`src/rtl/core/assert_macros.svh`:
```
// Assertion helpers shared by the RTL. All checks run on i_clk and are
// held off while i_rst_n is low.
`ifndef ASSERT_MACROS_SVH
`define ASSERT_MACROS_SVH

// Same-cycle implication
`define ASSERT_IMPL(label, ante, cons, msg) \
    label: assert property (@(posedge i_clk) disable iff (!i_rst_n) (ante) |-> (cons)) \
        else $error(msg);

// Next-cycle implication
`define ASSERT_NEXT(label, ante, cons, msg) \
    label: assert property (@(posedge i_clk) disable iff (!i_rst_n) (ante) |=> (cons)) \
        else $error(msg);

`endif

```
`src/rtl/core/mems_pkg.sv`:
```
// ----------------------------------------------------------------------------
// mems_pkg
// Types, constants and control bundles for the mouse event motion smoother.
// ----------------------------------------------------------------------------
`default_nettype none

package mems_pkg;

    localparam int WIN_MAX = 64;
    localparam int WIN_AW  = $clog2(WIN_MAX);
    localparam int CNT_W   = WIN_AW + 1;
    localparam int DELTA_W = 16;
    localparam int SUM_W   = DELTA_W + CNT_W + 1;
    localparam int DVD_W   = SUM_W + 16;
    localparam int DIV_CW  = $clog2(DVD_W);
    localparam int ALPHA_W = 17;
    localparam int CFG_W   = 17;
    localparam logic [ALPHA_W-1:0] ALPHA_ONE = ALPHA_W'(65536);

    // register indexes
    typedef enum logic [1:0] {
        REG_ALPHA   = 2'd0,
        REG_USE_MA  = 2'd1,
        REG_WIN_SZ  = 2'd2,
        REG_NONE    = 2'd3
    } t_reg_idx;

    // event types and codes
    localparam logic [15:0] EV_SYN = 16'd0;
    localparam logic [15:0] EV_KEY = 16'd1;
    localparam logic [15:0] EV_REL = 16'd2;
    localparam logic [15:0] KEY_RIGHT = 16'h0111;
    localparam logic [15:0] KEY_LEFT  = 16'h0110;
    localparam logic [15:0] KEY_KPMIN = 16'd74;
    localparam logic [15:0] KEY_KPPLS = 16'd78;
    localparam logic [15:0] REL_X     = 16'd0;
    localparam logic [15:0] REL_Y     = 16'd1;
    localparam logic [15:0] REL_Z     = 16'd2;
    localparam logic [15:0] REL_WHEEL = 16'd8;

    // event kinds
    localparam logic [2:0] KIND_NONE   = 3'd0;
    localparam logic [2:0] KIND_CURSOR = 3'd1;
    localparam logic [2:0] KIND_RIGHT  = 3'd2;
    localparam logic [2:0] KIND_LEFT   = 3'd3;
    localparam logic [2:0] KIND_BTN_B  = 3'd4;
    localparam logic [2:0] KIND_BTN_A  = 3'd5;
    localparam logic [2:0] KIND_WHEEL  = 3'd6;

    typedef struct packed {
        logic               func;
        logic [15:0]        ev_type;
        logic [15:0]        ev_code;
        logic signed [31:0] ev_value;
    } t_in_item;

    typedef struct packed {
        logic [2:0]         event_kind;
        logic [1:0]         button_state;
        logic signed [15:0] rel_x;
        logic signed [15:0] rel_y;
        logic signed [15:0] rel_z;
        logic signed [15:0] rel_scroll;
        logic signed [31:0] filtered_x;
        logic signed [31:0] filtered_y;
        logic signed [31:0] filtered_z;
    } t_out_item;

    typedef enum logic [3:0] {
        S_IDLE, S_UPD, S_RD, S_POP, S_PUSH, S_FILT,
        S_DIV, S_DFIN, S_MUL, S_ADD, S_LOAD
    } t_state;

    typedef struct packed {
        logic take_in;
        logic pop;
        logic push;
        logic filt_init;
        logic div_step;
        logic div_fin;
        logic mul;
        logic sm_wr;
        logic load_out;
    } t_cmd;

    typedef struct packed {
        logic in_emits;
        logic is_cursor;
        logic cnt_gt;
        logic cnt_lt;
        logic cnt_zero;
        logic use_ma;
        logic div_last;
        logic axis_last;
        logic out_free;
    } t_stat;

endpackage

`default_nettype wire

```
`src/rtl/core/mems_ctrl.sv`:
```
// ----------------------------------------------------------------------------
// mems_ctrl
// Sequencer: window update, filter pass and result hand-off.
// ----------------------------------------------------------------------------
`default_nettype none
`include "assert_macros.svh"

module mems_ctrl import mems_pkg::*; (
    input  wire logic  i_clk,
    input  wire logic  i_rst_n,
    input  wire logic  i_in_valid,
    output logic       o_in_stall,
    input  wire t_stat i_stat,
    output t_cmd       o_cmd
);

    t_state r_state, n_state;
    logic   r_both, n_both;

    always_ff @(posedge i_clk) begin
        if (!i_rst_n) begin
            r_state <= S_IDLE;
            r_both  <= 1'b0;
        end else begin
            r_state <= n_state;
            r_both  <= n_both;
        end
    end

    // next state
    always_comb begin
        n_state = r_state;
        n_both  = r_both;
        case (r_state)
            S_IDLE: begin
                if (i_in_valid && i_stat.in_emits) n_state = S_UPD;
            end
            S_UPD: begin
                n_both = 1'b0;
                if (!i_stat.is_cursor) begin
                    n_state = S_FILT;
                end else if (i_stat.cnt_gt) begin
                    n_state = S_RD;
                end else if (i_stat.cnt_lt) begin
                    n_state = S_PUSH;
                end else if (!i_stat.cnt_zero) begin
                    // full window: drop oldest then append
                    n_state = S_RD;
                    n_both  = 1'b1;
                end else begin
                    n_state = S_FILT;
                end
            end
            S_RD:   n_state = S_POP;
            S_POP:  n_state = r_both ? S_PUSH : S_FILT;
            S_PUSH: n_state = S_FILT;
            S_FILT: begin
                if (!i_stat.use_ma)       n_state = S_MUL;
                else if (i_stat.cnt_zero) n_state = S_LOAD;
                else                      n_state = S_DIV;
            end
            S_DIV:  if (i_stat.div_last) n_state = S_DFIN;
            S_DFIN: n_state = S_LOAD;
            S_MUL:  n_state = S_ADD;
            S_ADD:  n_state = i_stat.axis_last ? S_LOAD : S_MUL;
            S_LOAD: if (i_stat.out_free) n_state = S_IDLE;
            default: n_state = S_IDLE;
        endcase
    end

    // outputs
    always_comb begin
        o_cmd      = '0;
        o_in_stall = 1'b1;
        case (r_state)
            S_IDLE: begin
                o_in_stall    = 1'b0;
                o_cmd.take_in = i_in_valid;
            end
            S_POP:  o_cmd.pop       = 1'b1;
            S_PUSH: o_cmd.push      = 1'b1;
            S_FILT: o_cmd.filt_init = 1'b1;
            S_DIV:  o_cmd.div_step  = 1'b1;
            S_DFIN: o_cmd.div_fin   = 1'b1;
            S_MUL:  o_cmd.mul       = 1'b1;
            S_ADD:  o_cmd.sm_wr     = 1'b1;
            S_LOAD: o_cmd.load_out  = i_stat.out_free;
            default: o_cmd = '0;
        endcase
    end

    `ASSERT_IMPL(a_div_mode, r_state == S_DIV, i_stat.use_ma, "divider runs outside mean mode")
    `ASSERT_NEXT(a_both_push, r_state == S_POP && r_both, r_state == S_PUSH, "missed re-append")

endmodule

`default_nettype wire

```
`config.mk`:
```
export PLATFORM = sky130hd
export DESIGN_NAME = mems_ctrl
export DESIGN_NICKNAME = d
export VERILOG_FILES = /design/src/rtl/core/mems_pkg.sv /design/src/rtl/core/mems_ctrl.sv
export VERILOG_INCLUDE_DIRS = /design/src /design/src/rtl/core
export SDC_FILE = /design/constraint.sdc
export NUM_CORES = 1
export LEC_CHECK = 0
export BUFFER_PORTS_ARGS = -buffer_cell sky130_fd_sc_hd__buf_2
export CELL_PAD_IN_SITES_DETAIL_PLACEMENT = 1
export CELL_PAD_IN_SITES_GLOBAL_PLACEMENT = 1
export CORE_UTILIZATION = 30
export DETAILED_ROUTE_END_ITERATION = 12
export PLACE_DENSITY = 0.85
export SLEW_MARGIN = 40
export SYNTH_ARGS = -nofsm -noshare
export SYNTH_HDL_FRONTEND = slang
export SYNTH_SLANG_ARGS = --single-unit
```
`constraint.sdc`:
```
create_clock -name i_clk -period 3.02 [get_ports i_clk]
set_input_delay 0.302 -clock i_clk [delete_from_list [all_inputs] [get_ports i_clk]]
set_output_delay 0.302 -clock i_clk [all_outputs]
set_load 0.1 [all_outputs]
```
# Word level (Yosys, flattened, before mapping)
# Cells that the tools add are included.
[classes] eq_ne=13 muxes=26 reduce_logical=3
[op_table] op="$pmux W4 S11" count=1
[op_table] op="$mux W4" count=5
[op_table] op="$eq A4 B3 Y1 const B" count=4
[op_table] op="$mux W1" count=15
[op_table] op="$eq A4 B4 Y1 const B" count=3
[op_table] op="$mux W3" count=4
[op_table] op="$eq A4 B2 Y1 const B" count=2
[op_table] op="$ne A2 B2 Y1 const B" count=3
[op_table] op="$eq A4 B1 Y1 const B" count=1
[op_table] op="$logic_not A4 Y1" count=1
[op_table] op="$reduce_and A3 Y1" count=1
[op_table] op="$mux W2" count=1
[op_table] op="$logic_and A1 B1 Y1" count=1
[word_totals] regBits=5 in_bits=12 output_inout_bits=10 word_cells=44

# Depth between registers and ports, before layout
# Gate-level depths: netlist of the first run.
[logic_depth] word_depth=5 depth_mapped=5 mapped_depth_nobuf=4

# Worst setup path before layout of the first run
# Ideal clock, no wire load.
[synth_path] path_type="register -> output" start="register r_state[3]" end="output o_cmd[5] (netlist bit)" arrival_ns=2.698 required_time_ns=2.718 slack_ns=0.020 path_stages_with_launch=4 n_path_buf=2 path_cell_list="dfxtp_1 buf_2 clkbuf_1 nor3_1"
[synth_lines] item="start, declared" line="mems_ctrl.sv:17" rtl="t_state r_state, n_state;"
[synth_lines] item="start signal, assigned" line="mems_ctrl.sv:25" rtl="r_state <= n_state;"
[synth_lines] item="end, declared" line="mems_ctrl.sv:14" rtl="output t_cmd o_cmd"

==> summary.md, run 1 <==
| Metric | Value |
|---|---|
| DRC errors left | 0 |
| Unrepaired setup endpoints after global routing | false |
| Final setup margin | between 1 and 1.5 ns |
| Crit path max fanout | 17 |
| HP Class | input port to register |
| Fin nets | 92 |
| Tcrit/Tclk final | 62.7% |
| Fin Setup TNS | 0 ns |
| Vias | ~500 |
| F_max | between 0.5 and 0.6 GHz |
| Drt via density | 5.34 |
| H-tree depth | 1 |
| Number of I/O pins | 22 |
| Area Growth Syn to Fin | 29.6% |
| Initial antenna violation count | 0 |
| Syn_area_per_cell | about 7.3 sq um |
| Register bit total from synthesis | 5 |
| First-pass GRT wire length | about 1700 um |
| Place WS | 1.37 ns |
| Yosys warning total | 0 |
| Post-layout min period | ~1.9 ns |
| Hold Vio Cnt, Final | 0 |
| Die Ht | roughly 40 um |
| Drt initial violations | 1 |
| CTS Buffer Depth | 2 |
| Cells after Synth | just under 60 |
| Post-synth EDFFs | 0 |
| Clk_skew | around 0.0024 ns |
| Worst skew pair latency | between 0.2 and 0.25 ns |
| Post-route ant nets | 0 |
| Final setup fails | 0 |
| Clock Tree Root | clkbuf_4 |
| Width of the die | around 40 um |
| Congestion Overflow GR | 0 |
| DR pass1 iterations | 2 |
| Ranking of synthesized cells by area | dfxtp_1 (23%), nor2b_1 (5.8%), a21oi_1 (4.6%), nor3_1 (4.6%), nor2_1 (4.3%) |
| Status | completed |
| Standard-cell rows | 13 |
| Num CTS Buffers | 3 |
| Cell variety after synth | 28 |
| IO buf count | 21 |
| Critical Path RT | around 2.7 ns |
| Crit Path Class | register to output port |
| Ratio of cells with drive above 1 in the final layout | roughly a third |
| Busiest grt layer | met2 |
| Slew Viols, Final | 0 |
| Pwr/cell area | 709 nW/um^2 |
| Post_cts resized | 0 |
| Slew HR | 66.1% |
| Netlist Area Pre-Place | 432 sq um |
| Top-area cell type share of the netlist area | a little under a quarter |
| Initial Utilization | between 30% and 40% |
| GPL Wtd Cong | about 0.74 |
| Core ar. | between 1000 and 1500 sq um |
| Synth Flop Type | dfxtp_1 |
| Setup crit start kind | register |
| Power Total | between 0.3 and 0.4 mW |
| CTS tree | done |
| Drt total wl | approximately 1100 um |
| DIE AREA | ~1600 sq um |
| Antenna diodes | 0 |
| Clock-pin slew on the worst setup and hold paths | about 0.040 ns |
| Worst-Margin Slew | between 0.5 and 0.6 ns |
| Leak | between 0.2 and 0.3 nW |
| Met2 usage | 24.6% |
| Clk sinks | 5 |
| Total track usage | between 10% and 20% |
| Max-Cap Viols | 0 |
| Post-Syn Nets | 71 |
| GRT met3 Usage | 2.22% |
| Post-synthesis sequential area ratio | a little under a quarter |
| Cell taking the most area after synthesis | dfxtp_1 |
| Largest net degree at the start of global routing | 18 |
| DP HPWL | ~900 um |
| Number of global-route vias before repair | ~410 |
| Maximum VDD drop | between 0.0002 and 0.0003 V |
| GR Util met1 | 20.3% |
| Util after Layout | a little over two fifths |
| Post-CTS setup buffers | 0 |
| Worst path arrival time | about 1.6 ns |
| Share of synthesized registers carrying an async set or reset | 0% |
| Endpoint class of the critical path | output port |
| CTS Hold Bufs | 0 |
| WL/cell | between 10 and 15 um |
-- per-stage QoR --
stage | cells | hold slack (ns) | area (sq um)
after CTS | 94 | 0.339 | 559
after global placement | 90 | 0.505 | 533
after detailed placement | 90 | 0.522 | 533
after floorplan | 59 | 0.419 | 432
after global routing | 94 | 0.345 | 559
final | 94 | 0.344 | 559
-- worst paths after layout --
check	from	end	slack (ns)	cells past startpoint
max reg2reg	r_state[1]$_SDFFE_PN0P_	r_state[0]$_SDFFE_PN0P_	1.56	4
min	i_rst_n	r_state[1]$_SDFFE_PN0P_	0.34	2
max	r_state[3]$_SDFFE_PN0P_	o_cmd[1]	1.13	2
min reg2reg	r_both$_SDFFE_PN0P_	r_both$_SDFFE_PN0P_	0.52	2
-- state kept, by name, indices dropped and copies added (netlist names) --
name     count
r_state      4
r_both       1
-- synthesized netlist by cell type, types with 3 or more instances --
cell and n:
a21oi_1 4, dfxtp_1 5, nand2_1 4, nor2_1 5, nor2b_1 4, nor3_1 4
o21ai_1 3
-- layout by cell type (no fill, tap or decap), drive strengths merged, types with 3 or more instances in the layout --
cell type,n
nor4b,3
o21ai,3
a21oi,5
nand2,4
nor2b,4
nor2,5
buf,21
nor3,4
dfxtp,5
clkbuf,4
-- logic make-up (layout without fill, tap and decap cells) --
logic type,after synthesis,after routing,share of synthesized area (%)
DFF,5,5,23.2
AOI/OAI and AO/OA,14,14,21.7
buffers and inverters,7,27,6.96
muxes,1,1,2.32
and+or+nand+nor,32,32,45.8
-- cell type report --
type                    instances  area, sq um
clock buffers                   4         26.3
fillers                       194          758
inverters                       2         7.51
multi-input cells              47          302
flip-flops and latches          5          100
well taps                      15         18.8
repair buffers                 21          105
-- critical path, cell delays in order, from the launching register on --
cell and delay [ns]:
dfxtp_1 0.63, and4bb_1 0.29, buf_2 0.43
-- layer usage --
layer	routed length, um	vias up
met5	0	-
met4	0	0
met3	66	0
met2	504	14
met1	510	227
li1	-	261
-- report_power, final --
part | internal [mW] | switching, mW | total [mW]
registers | 0.0761 | 0.0295 | 0.106
clock network | 0.0497 | 0.0231 | 0.0728
logic | 0.0558 | 0.162 | 0.218
Note: power is estimated with default switching activity, not from simulation.
==> run 2, diff against run 1 <==
--- a/config.mk
+++ b/config.mk
@@ -6,12 +6,13 @@
 export SDC_FILE = /design/constraint.sdc
 export NUM_CORES = 1
 export LEC_CHECK = 0
+export ABC_AREA = 1
 export BUFFER_PORTS_ARGS = -buffer_cell sky130_fd_sc_hd__buf_2
 export CELL_PAD_IN_SITES_DETAIL_PLACEMENT = 1
 export CELL_PAD_IN_SITES_GLOBAL_PLACEMENT = 1
-export CORE_UTILIZATION = 30
+export CORE_UTILIZATION = 24
 export DETAILED_ROUTE_END_ITERATION = 12
-export PLACE_DENSITY = 0.85
+export PLACE_DENSITY = 0.77
 export SLEW_MARGIN = 40
 export SYNTH_ARGS = -nofsm -noshare
 export SYNTH_HDL_FRONTEND = slang
==> constraint.sdc (replaced) <==
create_clock -name i_clk -period 1.6 [get_ports i_clk]
set_input_delay 0.16 -clock i_clk [delete_from_list [all_inputs] [get_ports i_clk]]
set_output_delay 0.16 -clock i_clk [all_outputs]
set_load 0.1 [all_outputs]
==> run 2 against run 1 <==
Effect of this change: utilization rose by 2.8 points; first-iteration DRC count rose to 4.0 times the previous value; sequential share of layout area fell by 4.3 points; sequential cell count did not move; design area rose by 40%; global-route usage rose by 1.2 points; count of clock-buffer cells in the layout did not move.
==> summary.md, run 2 <==
| Metric | Value |
|---|---|
| First-pass GRT wire length | 2430 um (+46%) |
| Tcrit/Tclk final | 95.2% |
| Initial antenna violation count | 0 (unchanged) |
| Syn_area_per_cell | 5.72 sq um (-22%) |
| Initial Utilization | 25.5% (-7.3 points) |
| GPL Wtd Cong | 0.736 (-0.81%) |
| Synth Flop Type | dfxtp_1 |
| Pwr/cell area | 1150 nW/um^2 (+62%) |
| Most frequent cells in the layout | nand2_1 (13), buf_2 (12), inv_1 (11) |
| Clock Tree Root | clkbuf_4 |
| Leak | 0.364 nW (+39%) |
| Most frequent cells after synthesis | nand2_1 (15), inv_1 (14), nor2_1 (12) |
| Clk_skew | 0.00538 ns (+0.00302 ns) |
| Share of synthesized registers carrying an async set or reset | 0% (unchanged) |
| Filler cell count | 248 (+28%) |
| CTS tree | done |
| Antenna diodes | 0 (unchanged) |
| Total track usage | 16.3% (+1.2 points) |
| Area Growth Syn to Fin | 77.6% |
| HP Class | input port to register |
| Critical Path RT | 1.44 ns (-1.28 ns) |
| Setup crit start kind | register |
| Final Instance Count excl. Fillers | 127 (+35%) |
| Hold path depth | 3 (+1) |
| Largest net degree at the start of global routing | 9 (-9) |
| IO buf count | 21 (unchanged) |
| Standard-cell rows | 15 (+2) |
| Hold_ws | 0.209 ns (-0.134 ns) |
| Core ar. | 1730 sq um (+31%) |
| Post-route ant nets | 0 (unchanged) |
| Worst skew pair latency | 0.24 ns (about the same) |
| Commonest non-fill, non-tap cell in the layout | nand2_1 |
| Slew Viols, Final | 0 (unchanged) |
| Final Cell Area | 782 sq um (+40%) |
| Placed cell areas | 738 sq um (+38%) |
| Worst path arrival time | 1.36 ns (-0.23 ns) |
| Crit Path Class | register to output port |
| F_max | 0.657 GHz |
| Hold Vio Cnt, Final | 0 (unchanged) |
| Drt initial violations | 4 (+3) |
| Vias | 580 (+16%) |
| Max reg flops | 4 (unchanged) |
| Die Ht | 44.8 um (+12%) |
| Clk sinks | 5 (unchanged) |
| Final setup margin | 0.0776 ns (-1.05 ns) |
| DR pass1 iterations | 4 (+2) |
| Endpoint class of the critical path | output port |
| Largest Register | r_state |
| Place WS | 0.281 ns (-1.09 ns) |
| Register bit total from synthesis | 5 (unchanged) |
| Crit path max fanout | 8 (-9) |
| Ranking of synthesized cells by area | dfxtp_1 (23%), nand2_1 (13%), inv_1 (12%), nor2_1 (10%), nand3_1 (8.0%) |
| Post-synthesis sequential area ratio | 22.7% (-0.46 points) |
| Yosys warning total | 0 (unchanged) |
| Cell taking the most area after synthesis | dfxtp_1 |
| Crit Reg-Reg Endpoint | r_state[0]$_SDFFE_PN0P_ |
| CTS Hold Bufs | 0 (unchanged) |
| Congestion Overflow GR | 0 (unchanged) |
| Drt via density | 4.57 (-14%) |
| Number of I/O pins | 22 (unchanged) |
| Max-Cap Viols | 0 (unchanged) |
| Cell variety after synth | 17 (-39%) |
| Hold Path End | r_both$_SDFFE_PN0P_ |
| R2R Path Start | r_state[1]$_SDFFE_PN0P_ |
| HP Start | i_rst_n |
| Unrepaired setup endpoints after global routing | false |
| Clock-pin slew on the worst setup and hold paths | 0.05 ns (about the same) |
| Status | completed |
| Ratio of cells with drive above 1 in the final layout | 48.0% (+15 points) |
| Drt total wl | 1380 um (+28%) |
| DP Cell Count | 123 (+37%) |
| DIE AREA | 2010 sq um (+26%) |
| Post-Syn Nets | 89 (+25%) |
| Top-area cell type share of the netlist area | 22.7% (-0.46 points) |
| Number of cells on the worst reg-to-reg path | 7 (+3) |
| Maximum VDD drop | 0.000733 V (+150%) |
| Fin nets | 115 (+25%) |
| Post-layout min period | 1.52 ns |
| DRC errors left | 0 (unchanged) |
| Width of the die | 44.8 um (+12%) |
| Final setup fails | 0 (unchanged) |
| Util after Layout | 45.3% (+2.8 points) |
| Num CTS Buffers | 3 (unchanged) |
| Number of global-route vias before repair | 593 (+46%) |
| Slew HR | 68.0% (+1.9 points) |
| H-tree depth | 1 (unchanged) |
| Worst-Margin Slew | 0.483 ns (-0.0239 ns) |
| WL/cell | 10.9 um (-5.6%) |
| DP HPWL | 1200 um (+35%) |
| Cells after Synth | 77 (+31%) |
| CTS Buffer Depth | 2 (unchanged) |
| R2R setup slack | 0.35 ns (-1.21 ns) |
| Netlist Area Pre-Place | 440 sq um (+2.0%) |
| Post-synth EDFFs | 0 (unchanged) |
| Count leader, synth | nand2_1 |
| Largest regs | r_state (4), r_both (1) |
[run 2: changes by cell type after synthesis, moves of 3 or more]
cell     change
nand2_2      +3
nor2_1       +7
o21ai_1      -3
nand2_1     +11
o21ai_0      +5
nor2b_1      -4
nand3_1      +5
nor3_1       -3
inv_1       +12
[run 2: report_power, final]
part / total [mW] / switching (mW) / internal (mW) / leakage, nW
clock network: 0.144 / 0.0498 / 0.0942 / 0.0150
logic: 0.572 / 0.392 / 0.180 / 0.307
registers: 0.180 / 0.0314 / 0.149 / 0.0423
total: 0.897 / 0.474 / 0.423 / 0.364
[run 2: worst max path at each step]
stage,cells past startpoint,start,to
floorplan,3,r_state[3]$_SDFFE_PN0P_,o_cmd[6]
global placement,5,r_state[3]$_SDFFE_PN0P_,o_cmd[0]
detailed placement,5,r_state[3]$_SDFFE_PN0P_,o_cmd[0]
CTS,5,r_state[3]$_SDFFE_PN0P_,o_cmd[0]
global route,6,r_state[3]$_SDFFE_PN0P_,o_cmd[3]
finish,6,r_state[1]$_SDFFE_PN0P_,o_cmd[8]
[run 2: stage by stage]
stage	total power, mW	TNS (ns)
CTS	0.896	0
floorplan	0.583	-1.31
finish	0.897	0
global route	0.961	0
global placement	0.733	0
detailed placement	0.747	0
[run 2: area by class of cell]
class | count | area (sq um) | share of cell area (%)
Multi-Input combinational cell | 56 | 337 | 43.0
Timing Repair Buffer | 21 | 215 | 27.5
Inverter | 16 | 66.3 | 8.48
Sequential cell | 5 | 106 | 13.6
Tap cell | 25 | 31.3 | 4.00
Clock buffer | 4 | 26.3 | 3.36
[run 2: worst max-delay path, stage by stage, from the launching register on]
cell and delay (ns):
dfxtp_4 0.37, inv_2 0.09, nand2_4 0.08, nor2_4 0.13, clkinvlp_4 0.14, nor2_4 0.14, buf_12 0.18
[run 2: cell families after synthesis]
| family | share of synthesized area (%) |
|---|---|
| AOI/OAI and AO/OA | 13.6 |
| and+or+nand+nor | 50.0 |
| buffers and inverters | 13.6 |
| DFF | 22.7 |
[run 2: what timing repair did]
item	4_1_cts	5_1_grt
buffers inserted	0	0
setup endpoints to repair	0	6
gates resized for setup	0	7
[run 2: routing by layer]
layer	track usage (%)	up-vias	share of wire [%]	wire, um
li1	-	298	-	-
met1	16.8	261	39	538
met2	33.8	21	55	764
met3	3.60	0	5.6	77
met4	1.82	0	0	0
met5	0	-	0	0
